### config.mk
export PLATFORM = sky130hd
export DESIGN_NAME = keypad_mmss_countdown_timer_flat
export DESIGN_NICKNAME = d
export VERILOG_FILES = /design/src/rtl/kmt_pkg.sv /design/src/rtl/kmt_in_if.sv /design/src/rtl/kmt_out_if.sv /design/src/rtl/kmt_preset_bank.sv /design/src/rtl/kmt_step.sv /design/src/rtl/keypad_mmss_countdown_timer.sv /design/src/flat_wrapper.sv
export VERILOG_INCLUDE_DIRS = /design/src /design/src/rtl
export SDC_FILE = /design/constraint.sdc
export NUM_CORES = 1
export LEC_CHECK = 0
export BUFFER_PORTS_ARGS = -buffer_cell sky130_fd_sc_hd__buf_2
export CORE_MARGIN = 2
export CORE_UTILIZATION = 35
export CTS_BUF_LIST = sky130_fd_sc_hd__clkbuf_4
export DETAILED_ROUTE_END_ITERATION = 7
export GPL_ROUTABILITY_DRIVEN = 0
export HOLD_SLACK_MARGIN = 0.15
export PLACE_DENSITY = 0.56
export SLEW_MARGIN = 20
export SYNTH_ARGS = -nofsm -noshare
export SYNTH_HDL_FRONTEND = slang
export SYNTH_SLANG_ARGS = --single-unit
### constraint.sdc
create_clock -name clk -period 5.2 [get_ports clk]
set_input_delay 0.26 -clock clk [delete_from_list [all_inputs] [get_ports clk]]
set_output_delay 0.26 -clock clk [all_outputs]
set_load 0.1 [all_outputs]
### src/rtl/keypad_mmss_countdown_timer_macros.svh
// Assertion macros for the timer RTL.
`ifndef KEYPAD_MMSS_COUNTDOWN_TIMER_MACROS_SVH
`define KEYPAD_MMSS_COUNTDOWN_TIMER_MACROS_SVH
`ifndef SYNTH
// The condition holds at every clock edge out of reset.
`define KMT_ASSERT_ALWAYS(label, clk, rst_n, cond) \
    label: assert property (@(posedge clk) disable iff (!rst_n) (cond)) \
        else $error("timer assertion failed");
// The consequent holds in the cycle of the antecedent.
`define KMT_ASSERT_IMPL(label, clk, rst_n, ante, cons) \
    label: assert property (@(posedge clk) disable iff (!rst_n) (ante) |-> (cons)) \
        else $error("timer assertion failed");
// The consequent holds in the cycle after the antecedent.
`define KMT_ASSERT_NEXT(label, clk, rst_n, ante, cons) \
    label: assert property (@(posedge clk) disable iff (!rst_n) (ante) |=> (cons)) \
        else $error("timer assertion failed");
`else
`define KMT_ASSERT_ALWAYS(label, clk, rst_n, cond)
`define KMT_ASSERT_IMPL(label, clk, rst_n, ante, cons)
`define KMT_ASSERT_NEXT(label, clk, rst_n, ante, cons)
`endif
`endif

### src/rtl/kmt_pkg.sv
package kmt_pkg;

    localparam int ENTRY_DIGITS = 4;
    localparam int ENTRY_IDX_W  = $clog2(ENTRY_DIGITS);
    localparam int PRESET_COUNT = 6;
    localparam int CFG_IDX_W    = 3;
    localparam int CFG_DATA_W   = 13;

    typedef logic [ENTRY_IDX_W-1:0] entry_count_t;
    typedef logic [CFG_IDX_W-1:0]   cfg_index_t;
    typedef logic [CFG_DATA_W-1:0]  cfg_data_t;
    typedef logic [1:0]             action_t;

    localparam action_t ACT_KEY    = 2'd0;
    localparam action_t ACT_PRESET = 2'd1;
    localparam action_t ACT_TICK   = 2'd2;
    localparam action_t ACT_NONE   = 2'd3;

    localparam logic [3:0] KEY_DIGIT_MAX = 4'd9;

    localparam entry_count_t ENTRY_LAST = ENTRY_IDX_W'(ENTRY_DIGITS - 1);

    localparam cfg_data_t PRESET_MAX = 13'd6039;

    // Division by 60 as a multiply by ceil(2^19 / 60) and a shift; exact for
    // every value up to PRESET_MAX.
    localparam logic [13:0] DIV60_RECIP = 14'd8739;
    localparam int          DIV60_SHIFT = 19;

    localparam logic [6:0] SS_WRAP = 7'd60;
    localparam logic [5:0] SS_TOP  = 6'd59;
    localparam logic [6:0] MM_MAX  = 7'd100;

    localparam logic [2:0] BEEP_NONE = 3'd0;
    localparam logic [2:0] BEEP_ONE  = 3'd1;
    localparam logic [2:0] BEEP_DONE = 3'd4;

    // Reset presets of 30, 60, 90, 120, 150 and 180 seconds as mm:ss.
    localparam logic [6:0] PRESET_MM_RST [PRESET_COUNT] =
        '{7'd0, 7'd1, 7'd1, 7'd2, 7'd2, 7'd3};
    localparam logic [5:0] PRESET_SS_RST [PRESET_COUNT] =
        '{6'd30, 6'd0, 6'd30, 6'd0, 6'd30, 6'd0};

    typedef struct packed {
        action_t    action;
        logic [3:0] key_code;
        logic [2:0] preset_index;
    } kmt_item_t;

    typedef struct packed {
        logic       valid;
        logic [6:0] minutes;
        logic [5:0] seconds;
    } kmt_preset_t;

    typedef struct packed {
        logic         running;
        logic [6:0]   minutes_left;
        logic [5:0]   seconds_left;
        entry_count_t digits_entered;
        logic [2:0]   beep_count;
        logic         done_pulse;
        logic         motor_on;
    } kmt_result_t;

endpackage

### src/rtl/kmt_in_if.sv
interface kmt_in_if;
    import kmt_pkg::*;

    logic       valid;
    logic       ready;
    action_t    action;
    logic [3:0] key_code;
    logic [2:0] preset_index;

    modport source (output valid, action, key_code, preset_index, input ready);
    modport sink   (input valid, action, key_code, preset_index, output ready);
endinterface

### src/rtl/kmt_out_if.sv
interface kmt_out_if;
    import kmt_pkg::*;

    logic         valid;
    logic         ready;
    logic         running;
    logic [6:0]   minutes_left;
    logic [5:0]   seconds_left;
    entry_count_t digits_entered;
    logic [2:0]   beep_count;
    logic         done_pulse;
    logic         motor_on;

    modport source (
        output valid, running, minutes_left, seconds_left, digits_entered,
               beep_count, done_pulse, motor_on,
        input  ready
    );
    modport sink (
        input  valid, running, minutes_left, seconds_left, digits_entered,
               beep_count, done_pulse, motor_on,
        output ready
    );
endinterface

### src/rtl/kmt_preset_bank.sv
module kmt_preset_bank (
    input  logic                 clk,
    input  logic                 rst_n,
    input  logic                 cfg_wr_en,
    input  kmt_pkg::cfg_index_t  cfg_index,
    input  kmt_pkg::cfg_data_t   cfg_wdata,
    input  logic [2:0]           rd_index,
    output kmt_pkg::kmt_preset_t rd_preset
);
    import kmt_pkg::*;

    // Presets are kept as mm:ss, converted once when written.
    logic [6:0]  mm_reg [PRESET_COUNT];
    logic [5:0]  ss_reg [PRESET_COUNT];

    cfg_data_t   sat;
    logic [26:0] prod;
    logic [6:0]  quo;
    cfg_data_t   quo_x60;
    cfg_data_t   rem;
    logic        wr_hit;
    logic        rd_hit;

    always_comb
    begin
        sat     = (cfg_wdata > PRESET_MAX) ? PRESET_MAX : cfg_wdata;
        prod    = 27'(sat) * 27'(DIV60_RECIP);
        quo     = prod[DIV60_SHIFT +: 7];
        quo_x60 = {quo, 6'b0} - {4'b0, quo, 2'b0};
        rem     = sat - quo_x60;
        wr_hit  = cfg_wr_en && (cfg_index < CFG_IDX_W'(PRESET_COUNT));
        rd_hit  = rd_index < 3'(PRESET_COUNT);
    end

    always_ff @(posedge clk or negedge rst_n)
    begin
        if (!rst_n)
        begin
            for (int i = 0; i < PRESET_COUNT; i++)
            begin
                mm_reg[i] <= PRESET_MM_RST[i];
                ss_reg[i] <= PRESET_SS_RST[i];
            end
        end
        else if (wr_hit)
        begin
            mm_reg[cfg_index] <= quo;
            ss_reg[cfg_index] <= rem[5:0];
        end
    end

    assign rd_preset.valid   = rd_hit;
    assign rd_preset.minutes = rd_hit ? mm_reg[rd_index] : 7'd0;
    assign rd_preset.seconds = rd_hit ? ss_reg[rd_index] : 6'd0;

endmodule

### src/rtl/kmt_step.sv
`include "keypad_mmss_countdown_timer_macros.svh"

module kmt_step (
    input  logic                 clk,
    input  logic                 rst_n,
    input  logic                 step_en,
    input  kmt_pkg::kmt_item_t   item,
    input  kmt_pkg::kmt_preset_t preset,
    output kmt_pkg::kmt_result_t result
);
    import kmt_pkg::*;

    logic [6:0]   minutes_reg, minutes_next;
    logic [5:0]   seconds_reg, seconds_next;
    logic         run_reg, run_next;
    entry_count_t count_reg, count_next;
    // Only the first three digits are stored; the last one comes straight in.
    logic [3:0]   digits_reg [ENTRY_DIGITS-1];

    logic         digit_ok;
    logic         digit_wr;
    logic [6:0]   key_mm;
    logic [6:0]   key_ss_raw;
    logic         key_carry;
    logic [6:0]   key_ss_adj;
    logic [2:0]   beep;
    logic         done;

    always_comb
    begin
        digit_ok   = (item.action == ACT_KEY) && !run_reg && (item.key_code <= KEY_DIGIT_MAX);
        key_mm     = {digits_reg[0], 3'b0} + {2'b0, digits_reg[0], 1'b0}
                   + {3'b0, digits_reg[1]};
        key_ss_raw = {digits_reg[2], 3'b0} + {2'b0, digits_reg[2], 1'b0}
                   + {3'b0, item.key_code};
        key_carry  = key_ss_raw >= SS_WRAP;
        key_ss_adj = key_carry ? (key_ss_raw - SS_WRAP) : key_ss_raw;

        minutes_next = minutes_reg;
        seconds_next = seconds_reg;
        run_next     = run_reg;
        count_next   = count_reg;
        digit_wr     = 1'b0;
        beep         = BEEP_NONE;
        done         = 1'b0;

        unique case (item.action)
            ACT_KEY:
            begin
                if (digit_ok)
                begin
                    beep = BEEP_ONE;
                    if (count_reg == ENTRY_LAST)
                    begin
                        minutes_next = key_mm + {6'b0, key_carry};
                        seconds_next = key_ss_adj[5:0];
                        run_next     = 1'b1;
                        count_next   = '0;
                    end
                    else
                    begin
                        digit_wr   = 1'b1;
                        count_next = count_reg + entry_count_t'(1);
                    end
                end
            end
            ACT_PRESET:
            begin
                if (preset.valid)
                begin
                    minutes_next = preset.minutes;
                    seconds_next = preset.seconds;
                    run_next     = 1'b1;
                    beep         = BEEP_ONE;
                end
            end
            ACT_TICK:
            begin
                if (run_reg)
                begin
                    if ((minutes_reg == 7'd0) && (seconds_reg == 6'd0))
                    begin
                        run_next   = 1'b0;
                        done       = 1'b1;
                        beep       = BEEP_DONE;
                        count_next = '0;
                    end
                    else if (seconds_reg == 6'd0)
                    begin
                        seconds_next = SS_TOP;
                        minutes_next = minutes_reg - 7'd1;
                    end
                    else
                    begin
                        seconds_next = seconds_reg - 6'd1;
                    end
                end
            end
            default:
            begin
                // The unused action code leaves everything as it is.
            end
        endcase
    end

    always_ff @(posedge clk or negedge rst_n)
    begin
        if (!rst_n)
        begin
            minutes_reg <= '0;
            seconds_reg <= '0;
            run_reg     <= 1'b0;
            count_reg   <= '0;
        end
        else if (step_en)
        begin
            minutes_reg <= minutes_next;
            seconds_reg <= seconds_next;
            run_reg     <= run_next;
            count_reg   <= count_next;
        end
    end

    always_ff @(posedge clk)
    begin
        if (step_en && digit_wr)
        begin
            digits_reg[count_reg] <= item.key_code;
        end
    end

    assign result.running        = run_next;
    assign result.minutes_left   = minutes_next;
    assign result.seconds_left   = seconds_next;
    assign result.digits_entered = count_next;
    assign result.beep_count     = beep;
    assign result.done_pulse     = done;
    assign result.motor_on       = run_next;

    `KMT_ASSERT_ALWAYS(a_seconds_range, clk, rst_n, seconds_reg <= SS_TOP)
    `KMT_ASSERT_ALWAYS(a_minutes_range, clk, rst_n, minutes_reg <= MM_MAX)
    `KMT_ASSERT_IMPL(a_done_stops, clk, rst_n, done, !run_next && (beep == BEEP_DONE))
    `KMT_ASSERT_NEXT(a_entry_idle_run, clk, rst_n, step_en && digit_wr, !run_reg && (count_reg != '0))

endmodule

### src/rtl/keypad_mmss_countdown_timer.sv
// Keypad mm:ss countdown timer.
// The item channel carries one event per transfer: a keypad key, a preset
// button or a one-second tick. The result channel returns exactly one
// transfer per event with the run flag, the current mm:ss, the number of
// digits held in the entry, the beep count and the done pulse.
// The user must write presets through the configuration port only while no
// event is in flight; the block itself does not enforce this. Each write is
// saturated to 100:39 and stored as mm:ss. An accepted event lands in an
// input register, is evaluated against the timer state combinationally and
// leaves through the result register once that register is empty or is
// being emptied. While the receiver is ready, the two registers accept
// one event every cycle; their carry and borrow logic is combinational.
// When the receiver stalls, the result register holds its transfer and one
// more event waits in the input register; the item channel then drops ready.
// Reset clears the timer to 00:00, idle, with no digits entered, restores
// the default presets and empties both pipeline registers.
module keypad_mmss_countdown_timer (
    input  logic                clk,
    input  logic                rst_n,
    kmt_in_if.sink              item,
    kmt_out_if.source           result,
    input  logic                cfg_wr_en,
    input  kmt_pkg::cfg_index_t cfg_index,
    input  kmt_pkg::cfg_data_t  cfg_wdata
);
    import kmt_pkg::*;

    // Input register stage.
    logic        item_valid_reg;
    kmt_item_t   item_reg;

    // Result register stage.
    logic        out_valid_reg;
    kmt_result_t out_reg;

    kmt_preset_t preset;
    kmt_result_t step_result;
    logic        advance;
    logic        in_xfer;

    // The held event moves on whenever the result register is empty or is
    // being emptied in this cycle.
    assign advance    = item_valid_reg && (!out_valid_reg || result.ready);
    assign item.ready = !item_valid_reg || advance;
    assign in_xfer    = item.valid && item.ready;

    always_ff @(posedge clk or negedge rst_n)
    begin
        if (!rst_n)
        begin
            item_valid_reg <= 1'b0;
        end
        else if (item.ready)
        begin
            item_valid_reg <= item.valid;
        end
    end

    always_ff @(posedge clk)
    begin
        if (in_xfer)
        begin
            item_reg.action       <= item.action;
            item_reg.key_code     <= item.key_code;
            item_reg.preset_index <= item.preset_index;
        end
    end

    kmt_preset_bank u_preset_bank (
        .clk       (clk),
        .rst_n     (rst_n),
        .cfg_wr_en (cfg_wr_en),
        .cfg_index (cfg_index),
        .cfg_wdata (cfg_wdata),
        .rd_index  (item_reg.preset_index),
        .rd_preset (preset)
    );

    // Timer state advances only when the event's result is captured below.
    kmt_step u_step (
        .clk     (clk),
        .rst_n   (rst_n),
        .step_en (advance),
        .item    (item_reg),
        .preset  (preset),
        .result  (step_result)
    );

    always_ff @(posedge clk or negedge rst_n)
    begin
        if (!rst_n)
        begin
            out_valid_reg <= 1'b0;
        end
        else if (advance)
        begin
            out_valid_reg <= 1'b1;
        end
        else if (result.ready)
        begin
            out_valid_reg <= 1'b0;
        end
    end

    always_ff @(posedge clk)
    begin
        if (advance)
        begin
            out_reg <= step_result;
        end
    end

    assign result.valid          = out_valid_reg;
    assign result.running        = out_reg.running;
    assign result.minutes_left   = out_reg.minutes_left;
    assign result.seconds_left   = out_reg.seconds_left;
    assign result.digits_entered = out_reg.digits_entered;
    assign result.beep_count     = out_reg.beep_count;
    assign result.done_pulse     = out_reg.done_pulse;
    assign result.motor_on       = out_reg.motor_on;

endmodule

### src/flat_wrapper.sv
// flat-port wrapper written by rule: the top's interface ports become plain ports
module keypad_mmss_countdown_timer_flat import kmt_pkg::*;
  (clk, rst_n, cfg_wr_en, cfg_index, cfg_wdata, item_valid, item_action, item_key_code, item_preset_index, item_ready, result_valid, result_running, result_minutes_left, result_seconds_left, result_digits_entered, result_beep_count, result_done_pulse, result_motor_on, result_ready);
  kmt_in_if item_i ();
  kmt_out_if result_i ();
  input  logic clk;
  input  logic rst_n;
  input  logic cfg_wr_en;
  input  kmt_pkg::cfg_index_t cfg_index;
  input  kmt_pkg::cfg_data_t cfg_wdata;
  input wire logic [$bits(item_i.valid)-1:0] item_valid;
  input wire logic [$bits(item_i.action)-1:0] item_action;
  input wire logic [$bits(item_i.key_code)-1:0] item_key_code;
  input wire logic [$bits(item_i.preset_index)-1:0] item_preset_index;
  output wire logic [$bits(item_i.ready)-1:0] item_ready;
  output wire logic [$bits(result_i.valid)-1:0] result_valid;
  output wire logic [$bits(result_i.running)-1:0] result_running;
  output wire logic [$bits(result_i.minutes_left)-1:0] result_minutes_left;
  output wire logic [$bits(result_i.seconds_left)-1:0] result_seconds_left;
  output wire logic [$bits(result_i.digits_entered)-1:0] result_digits_entered;
  output wire logic [$bits(result_i.beep_count)-1:0] result_beep_count;
  output wire logic [$bits(result_i.done_pulse)-1:0] result_done_pulse;
  output wire logic [$bits(result_i.motor_on)-1:0] result_motor_on;
  input wire logic [$bits(result_i.ready)-1:0] result_ready;
  assign item_i.valid = item_valid;
  assign item_i.action = item_action;
  assign item_i.key_code = item_key_code;
  assign item_i.preset_index = item_preset_index;
  assign item_ready = item_i.ready;
  assign result_valid = result_i.valid;
  assign result_running = result_i.running;
  assign result_minutes_left = result_i.minutes_left;
  assign result_seconds_left = result_i.seconds_left;
  assign result_digits_entered = result_i.digits_entered;
  assign result_beep_count = result_i.beep_count;
  assign result_done_pulse = result_i.done_pulse;
  assign result_motor_on = result_i.motor_on;
  assign result_i.ready = result_ready;
  keypad_mmss_countdown_timer u_core (.clk(clk), .rst_n(rst_n), .item(item_i), .result(result_i), .cfg_wr_en(cfg_wr_en), .cfg_index(cfg_index), .cfg_wdata(cfg_wdata));
endmodule
==> impl_metrics.toml, run 1 <==
[synthesis]
synthDistinctLibCells = 62
synth_cells = 869
synth_area_leaders = "dfrtp_1 (22%), ha_1 (14%), edfxtp_1 (14%), o21ai_0 (6.3%), fa_1 (5.5%)"
netlist_area_um2 = 8797
yosys.area.top_type = "dfrtp_1"
synthMostInstantiatedCell = "nand2_1"
yosys.area_share.simple_pct = 11.69
synthMuxAreaShare_pct = 6.329
syn-num-nets = 1020
syn_avg_cell_area_um2 = 10.12
ys_ff_latch = 136
synth_compound_area_share_pct = 14.44
synth_top_area_share_pct = 22.19
synth_top_family_by_area = "adder cells"
yosysSeqAreaShare_pct = 41.22
async_flop_share_pct = 70.59
synth_xor_area_share_pct = 1.892
synthTopCellsByCount = "nand2_1 (123), o21ai_0 (110), ha_1 (97)"
synthAdderAreaFrac_pct = 19.26
synth_warnings = 0
ys.flop_type = "dfrtp_1"
synth_edf_count = 40

[hold_path]
holdPathEnd = "u_core.u_preset_bank.ss_reg[24]"
hp-start = "cfg_wdata[0]"
hold_depth = 4
min_path_type = "in -> reg"

[timing]
hold_viol_final = 0
finalCriticalPeriod_ns = 4.940
finalSetupViolations = 0
setup_tns_ns = 0
post-route-period-util_pct = 95.00
drv_slew = 0
fmax_mhz = 202.4
tightest_slew_ns = 1.039
rsz0062_at_grt = "yes"
relSlewSlack_pct = 30.57
fin_skew_ns = 0.02740

[worst_setup_path]
path_class = "in -> reg"
slowest_delay_ns = 0.51
critical_path.top_delay_family = "adder cells"
r2r_slack_ns = 0.44
reg2reg_to = "u_core.result.minutes_left[5]"
cp_slowest_cell = "fa_1"
worstPathBufferInverterCount = 6
worstRegToRegCells = 20
worstSetupEndpointType = "register"
worstPathArrival_ns = 5.34
cp.required_ns = 5.60
path_max_fanout = 6
startpoint_type = "input pin"
r2r_start = "u_core.item_reg[6]"

[drt]
drtPass1Iterations = 4
drc = 0
viasPerCell = 4.925
first_iter_violations = 339
post_drt_wl_per_cell_um = 15.77
ant_nets = 0
drt_wl_total_mm = 20.75
vias = 6481

[pwr]
ir_drop_uv = 218.7
switching_share_pct = 41.19
p_seq_share_pct = 41.0
power.switching_w = 0.001679
leakage_nw = 4.703
combPwrFrac_pct = 43.7
p_per_area_nw_per_um2 = 396.1
internal-power_w = 0.002397
pwr-share-clk_pct = 15.3

[die]
fp.dieH_um = 162.5
num_rows = 58
die_w_um = 162.5
core_area_um2 = 24960
dieArea_um2 = 26420
initial_core_util_pct = 35.24
pin_count = 53

[cts]
root_buffer = "clkbuf_4"
cts_buffers = 17
cts_tree = "done"
ctsLongestPathBuffers = 2
clkSinkCount = 136
clk_latency_ns = 0.56
cts.clk_slew.worst_paths_ns = 0.13
h-tree-depth = 4

[cells_and_area]
largest_reg_flops = 42
num-nets-final = 1123
nFillCells = 2498
syn_to_final_growth_pct = 16.97
fin_area_um2 = 10290
drive_above_1_share_pct = 21.73

[run]
cap_violations = 0

[placement]
hpwl_mm = 15.47
dpl-instance-area_um2 = 9736
io_buffers = 51

[grt]
grt_pass1_wl_mm = 34.20
grt_pass1_vias = 6660
grt_max_degree = 54
overflow = 0
antenna_found_initial = 1
grtUsageTotal_pct = 16.52

[status]
outcome = "completed"
[stage by stage]
stage | utilization [%] | total power [W] | hold WS [ns] | std cells | setup WS (ns)
floorplan | - | 0.002863 | -0.03559 | 869 | -0.3549
global placement | 39.00 | 0.003338 | 0.3153 | 1268 | -0.4515
detailed placement | 39.00 | 0.003375 | 0.3214 | 1268 | -0.5627
CTS | 40.50 | 0.004016 | 0.1837 | 1313 | 0.04548
global route | 41.22 | 0.004422 | 0.2040 | 1316 | -0.09437
finish | 41.22 | 0.004076 | 0.2207 | 1316 | 0.2601
[per-layer routing]
layer / routed length [µm] / global-route usage (%) / vias to the layer above
met5: 0 / 0 / -
met4: 221 / 3.821 / 0
met3: 553 / 2.878 / 14
met2: 10320 / 28.47 / 109
met1: 9659 / 21.75 / 3116
li1: - / - / 3242
[power groups by stage]
stage | Clock, W | Sequential, W | Combinational [W]
final | 0.000623 | 0.00167 | 0.00178
after global routing | 0.000688 | 0.00172 | 0.00202
after CTS | 0.000646 | 0.00167 | 0.00170
after global placement | 0 | 0.00169 | 0.00165
after detailed placement | 0 | 0.00169 | 0.00168
after floorplan | 0 | 0.00181 | 0.00105
[final cells by class]
type | count | area (µm²) | share of cell area (%)
clock inverter | 15 | 117.6 | 1.143
inverter | 81 | 304.0 | 2.955
sequential | 136 | 3626 | 35.24
tap | 330 | 412.9 | 4.013
timing repair buffer | 118 | 813.3 | 7.904
multi-input combinational | 618 | 4886 | 47.48
antenna | 1 | 2.502 | 0.02432
clock buffer | 17 | 127.6 | 1.240
[worst register-to-register path, delay by kind of cell, from the launching register on]
family / cells / cell delay (ns)
AND/OR/NAND/NOR: 4 / 0.50
buffers and inverters: 3 / 0.20
AO/OA/AOI/OAI: 7 / 1.23
adder cells (fa/ha/maj): 6 / 2.04
flip-flops: 1 / 0.51
[worst max path at each step]
stage,start,endpoint,cells after the start,slack (ns)
2_1_floorplan,cfg_wdata[4],u_core.u_preset_bank.ss_reg[11],26,-0.35
3_3_place_gp,cfg_wdata[4],u_core.u_preset_bank.ss_reg[5],28,-0.45
3_5_place_dp,cfg_wdata[4],u_core.u_preset_bank.ss_reg[5],28,-0.56
4_1_cts,cfg_wdata[4],u_core.u_preset_bank.ss_reg[5],28,0.05
5_1_grt,cfg_wdata[3],u_core.u_preset_bank.ss_reg[5],28,-0.09
6_report,cfg_wdata[3],u_core.u_preset_bank.ss_reg[5],27,0.26
[cells in the final DEF (no fill, tap or decap), types with 7 or more instances in the layout]
cell	Yosys	final
nand2b_1	13	10
inv_1	80	76
buf_4	2	54
dfrtp_1	78	78
o21ai_1	1	7
dfstp_2	18	18
xor2_1	8	7
mux2i_1	14	14
nand3_1	7	7
a21oi_1	39	38
nand2_1	123	123
mux2_2	11	11
fa_1	24	24
mux4_2	13	13
xnor2_1	11	10
clkbuf_4	0	17
ha_1	97	90
o21ai_0	110	101
nor2_1	38	37
buf_2	4	48
nor2b_1	10	10
dlygate4sd3_1	0	13
edfxtp_1	40	40
[cells by family after synthesis]
family	count (synthesis)
AO/OA/AOI/OAI	212
XOR/XNOR	19
adder cells (fa/ha/maj)	121
buffers and inverters	115
flip-flops	136
multiplexers	38
other	1
AND/OR/NAND/NOR	227
[what timing repair did]
item	CTS	global route
gates resized for setup	0	31
setup endpoints to repair	0	20
hold endpoints to repair	54	0
hold buffers	13	0
buffers inserted	0	2
No activity file was read; power rests on OpenSTA's default activity.
==> run 2: changes to the inputs <==
PLACE_DENSITY = default   (was 0.56)
==> run 2 against run 1 <==
Maximum frequency down 1.7%. Global-route usage down 0.65 points. Routed wire length down 3.0%. Sequential cell count unchanged. Worst hold slack better by 0.0056 ns. Cell area up 0.72%. Die area unchanged. Sequential share of layout area down 0.25 points. Non-clock buffer count up 4. Sequential power about the same. Total power up 2.1%. Highest routed layer unchanged.
==> impl_metrics.toml, run 2 (synthesis results as in run 1) <==
[cells_and_area]
final_util_pct = 41.51
mostFrequentLayoutCells = "nand2_1 (122), o21ai_0 (102), ha_1 (90), dfrtp_1 (78), inv_1 (77)"
num-nets-final = 1127
drive_above_1_share_pct = 22.35
syn_to_final_growth_pct = 17.81
largest_reg_flops = 42
fin_area_um2 = 10360
layout_commonest_cell = "nand2_1"

[cts]
cts.clk_slew.worst_paths_ns = 0.11
h-tree-depth = 4
clk_latency_ns = 0.55
cts_buffers = 17
cts_tree = "done"
ctsLongestPathBuffers = 2
root_buffer = "clkbuf_4"
clkSinkCount = 136

[drt]
drc = 0
drtPass1Iterations = 5
drt_wl_total_mm = 20.14
ant_nets = 0
viasPerCell = 4.941
first_iter_violations = 345
vias = 6522
post_drt_wl_per_cell_um = 15.25

[placement]
hpwl_mm = 14.94
dpl-instance-area_um2 = 9771
io_buffers = 51

[worst_setup_path]
cp_slowest_cell = "fa_1"
r2r_slack_ns = 0.53
critical_path.top_delay_family = "adder cells"
reg2reg_to = "u_core.result.minutes_left[5]"
worstPathBufferInverterCount = 8
cp.required_ns = 5.59
startpoint_type = "input pin"
worstRegToRegCells = 20
path_max_fanout = 6
worstPathArrival_ns = 5.42
path_class = "in -> reg"
r2r_start = "u_core.item_reg[6]"
slowest_delay_ns = 0.53
worstSetupEndpointType = "register"

[grt]
grt_pass1_vias = 6479
grtUsageTotal_pct = 15.88
grt_max_degree = 58
overflow = 0
grt_pass1_wl_mm = 32.89
antenna_found_initial = 1

[timing]
fin_skew_ns = 0.02506
finalSetupViolations = 0
rsz0062_at_grt = "yes"
tightest_slew_ns = 1.030
post-route-period-util_pct = 96.61
finalCriticalPeriod_ns = 5.023
hold_viol_final = 0
fmax_mhz = 199.1
relSlewSlack_pct = 31.14
drv_slew = 0

[die]
core_area_um2 = 24960
num_rows = 58
fp.dieH_um = 162.5
initial_core_util_pct = 35.24
die_w_um = 162.5
pin_count = 53
dieArea_um2 = 26420

[pwr]
leakage_nw = 4.747
ir_drop_uv = 207.2
p_total_w = 0.004160
p_per_area_nw_per_um2 = 401.4

[hold_path]
min_path_type = "in -> reg"
hold_depth = 4
hp-start = "cfg_wdata[0]"
holdPathEnd = "u_core.u_preset_bank.ss_reg[12]"

[status]
outcome = "completed"

[run]
cap_violations = 0
==> run 2: cell types whose count changed in the layout (fill, tap and decap cells not counted), moves of 3 or more <==
cell | before | now
buf_4 | 54 | 57
clkbuf_4 | 17 | 23
clkinv_4 | 5 | 1
inv_6 | 6 | 0
o21ai_1 | 7 | 4
o21ai_2 | 2 | 5
==> run 2: cell type report <==
| cell class | instances | area [µm²] |
|---|---|---|
| Multi-Input combinational cell | 618 | 4888 |
| Clock inverter | 9 | 101.3 |
| Fill cell | 2495 | 14600 |
| Inverter | 81 | 304.0 |
| Clock buffer | 23 | 172.7 |
| Tap cell | 330 | 412.9 |
| Sequential cell | 136 | 3626 |
| Timing Repair Buffer | 122 | 855.8 |
| Antenna cell | 1 | 2.502 |
==> run 2: routing by layer <==
| metal | wire length [µm] | part of all wire [%] | up-vias | track usage, % |
|---|---|---|---|---|
| li1 | - | - | 3251 | - |
| met1 | 9425 | 47 | 3138 | 20.63 |
| met2 | 9796 | 49 | 118 | 27.21 |
| met3 | 671 | 3.3 | 15 | 2.725 |
| met4 | 242 | 1.2 | 0 | 4.747 |
| met5 | 0 | 0 | - | 0 |
==> run 2: worst max-delay path by stage <==
stage	start	endpoint	slack [ns]	cells past startpoint
after floorplan	cfg_wdata[4]	u_core.u_preset_bank.ss_reg[11]	-0.35	26
after global placement	cfg_wdata[4]	u_core.u_preset_bank.ss_reg[5]	-0.43	28
after detailed placement	cfg_wdata[4]	u_core.u_preset_bank.ss_reg[17]	-0.61	28
after CTS	cfg_wdata[4]	u_core.u_preset_bank.ss_reg[17]	0.03	29
after global routing	cfg_wdata[3]	u_core.u_preset_bank.ss_reg[5]	-0.05	28
final	cfg_wdata[3]	u_core.u_preset_bank.ss_reg[5]	0.18	29
==> run 2: power by group <==
| part | leakage (nW) | switching [W] | internal (W) | total (W) |
|---|---|---|---|---|
| combinational | 3.06 | 0.00105 | 0.000744 | 0.00179 |
| sequential | 1.54 | 0.000210 | 0.00147 | 0.00168 |
| clock | 0.149 | 0.000379 | 0.000313 | 0.000692 |
==> run 2: metrics by stage <==
| step | setup TNS (ns) | worst slack (ns) | hold slack [ns] | cells |
|---|---|---|---|---|
| after global placement | -3.414 | -0.4344 | 0.3713 | 1271 |
| after global routing | -0.2535 | -0.05239 | 0.2093 | 1320 |
| final | 0 | 0.1765 | 0.2263 | 1320 |
| after CTS | 0 | 0.03246 | 0.1828 | 1317 |
| after detailed placement | -5.998 | -0.6092 | 0.3701 | 1271 |
| after floorplan | -2.103 | -0.3549 | -0.03559 | 869 |
==> run 2: what timing repair did <==
action                                 4_1_cts  5_1_grt
gates resized for setup                      0       34
endpoints found under the hold margin       60        0
setup endpoints to repair                    5       10
setup buffers                                1        2
hold buffers                                13        0
pin swaps                                    1       26
==> run 2: worst reg2reg max path: stages (launching register included) <==
cell	delay, ns
edfxtp_1	0.50
fa_1	0.60
inv_1	0.07
fa_1	0.52
inv_1	0.08
ha_1	0.15
nor3b_1	0.16
o21ai_0	0.12
o22ai_2	0.25
ha_1	0.21
ha_1	0.16
inv_1	0.05
fa_1	0.40
nor2b_1	0.13
o21a_1	0.14
o21a_1	0.11
nor3_1	0.06
a2111oi_2	0.36
nand2b_1	0.14
a21oi_1	0.16
a21oi_1	0.06
==> run 3: changes to the inputs <==
PLACE_DENSITY = 0.61   (was default)
==> run 3 against run 2 <==
Worst hold slack gained 0.015 ns. Die area did not move. Cell count up 0.15%. Clock-buffer cell count down 6. Clock power hardly changed. Register-to-register slack improved by 0.09 ns.
==> impl_metrics.toml, run 3 (synthesis results as in run 1) <==
[placement]
hpwl_mm = 15.11
io_buffers = 51
dpl-instance-area_um2 = 9773
place_ws_ns = -0.5057

[pwr]
p_total_w = 0.004092
ir_drop_uv = 207.5
leakage_nw = 4.735
p_per_area_nw_per_um2 = 398.2

[cells_and_area]
ff_latch_area_um2 = 3626
mostFrequentLayoutCells = "nand2_1 (123), o21ai_0 (102), ha_1 (92), inv_1 (80), dfrtp_1 (78)"
layout_commonest_cell = "nand2_1"
drive_above_1_share_pct = 21.29
final_util_pct = 41.17
multi_input_area_um2 = 4816
largest_reg_flops = 42
syn_to_final_growth_pct = 16.83
num-nets-final = 1129
fin_area_um2 = 10280
nFillCells = 2447

[timing]
tightest_slew_ns = 0.9746
post-route-period-util_pct = 95.85
finalCriticalPeriod_ns = 4.984
relSlewSlack_pct = 34.84
setup_slack_ns = 0.2158
hold_viol_final = 0
fin_skew_ns = 0.01755
drv_slew = 0
fmax_mhz = 200.6
setup_tns_ns = 0
finalSetupViolations = 0

[drt]
vias = 6515
ant_nets = 0
drtPass1Iterations = 5
drt_wl_total_mm = 20.07
first_iter_violations = 293
viasPerCell = 4.928
post_drt_wl_per_cell_um = 15.18
drc = 0

[hold_path]
hp-start = "cfg_wdata[0]"
min_path_type = "in -> reg"
holdPathEnd = "u_core.u_preset_bank.ss_reg[30]"
hold_depth = 4

[die]
pin_count = 53
fp.dieH_um = 162.5
die_w_um = 162.5
dieArea_um2 = 26420
initial_core_util_pct = 35.24
num_rows = 58
core_area_um2 = 24960

[cts]
h-tree-depth = 4
ctsLongestPathBuffers = 2
cts_buffers = 17
clk_latency_ns = 0.54
cts_tree = "done"
root_buffer = "clkbuf_4"
cts.clk_slew.worst_paths_ns = 0.13
clkSinkCount = 136

[grt]
overflow = 0
antenna_found_initial = 1
grt_pass1_wl_mm = 33.42
grt_pass1_vias = 6623
grt_max_degree = 55
grtUsageTotal_pct = 16.09

[worst_setup_path]
path_class = "in -> reg"
startpoint_type = "input pin"
worstPathArrival_ns = 5.38
r2r_slack_ns = 0.62
worstRegToRegCells = 20
worstSetupEndpointType = "register"
cp.required_ns = 5.59
r2r_start = "u_core.item_reg[6]"
path_max_fanout = 6
reg2reg_to = "u_core.result.minutes_left[5]"

[run]
cap_violations = 0

[status]
outcome = "completed"
==> run 3: layout make-up <==
class                   count  share of cell area [%]
multi-input cells         618                   46.86
diodes                      1                 0.02435
inverters                  81                   2.958
flip-flops and latches    136                   35.28
well taps                 330                   4.018
repair buffers            124                   8.157
clock inverters            15                   1.461
clock buffers              17                   1.242
==> run 3: power by group <==
part           switching, W  total, W  internal (W)
combinational       0.00102   0.00172      0.000708
sequential         0.000213   0.00168       0.00146
clock              0.000402  0.000690      0.000288
total               0.00163   0.00409       0.00246
==> run 3: worst max-delay path, stage by stage <==
cell      delay [ns]
buf_2           0.11
a211oi_2        0.27
nor2_2          0.07
o21ai_2         0.20
nand2b_1        0.18
ha_2            0.22
or2_4           0.22
fa_1            0.47
inv_1           0.05
fa_1            0.50
inv_1           0.07
ha_4            0.22
ha_4            0.27
nand4_1         0.09
nor2_2          0.11
o211ai_1        0.10
o211ai_1        0.27
nand2_1         0.14
xor2_2          0.16
inv_1           0.06
ha_1            0.29
a21o_1          0.17
a21oi_2         0.14
xor2_1          0.18
xnor2_1         0.15
xor2_1          0.15
buf_4           0.16
o21ai_1         0.07
==> run 3: how the worst max path moves through the flow <==
stage	from	to	slack (ns)
finish	cfg_wdata[3]	u_core.u_preset_bank.ss_reg[35]	0.22
global route	cfg_wdata[3]	u_core.u_preset_bank.ss_reg[11]	-0.05
CTS	cfg_wdata[4]	u_core.u_preset_bank.ss_reg[35]	0.08
detailed placement	cfg_wdata[4]	u_core.u_preset_bank.ss_reg[35]	-0.51
global placement	cfg_wdata[4]	u_core.u_preset_bank.ss_reg[5]	-0.37
floorplan	cfg_wdata[4]	u_core.u_preset_bank.ss_reg[11]	-0.35
==> run 3: stage by stage <==
step	hold WS [ns]	cells
final	0.2413	1322
after global routing	0.2097	1322
after CTS	0.1940	1318
after detailed placement	0.3139	1273
after global placement	0.3104	1273
after floorplan	-0.03559	869
==> run 3: layer usage <==
metal  up-vias  GRT usage [%]  routed length, µm
met1      3092          20.15               9073
met3        23          2.903                627
met5         -              0                  0
met4         0          4.948                306
met2       133          28.30              10060
li1       3267              -                  -
==> run 3: timing repair <==
| action | in CTS | in global routing |
|---|---|---|
| gates resized for setup | 0 | 12 |
| buffers inserted | 0 | 3 |
| hold endpoints to repair | 53 | 0 |
| hold buffers | 13 | 0 |
| endpoints found under the setup margin | 0 | 6 |
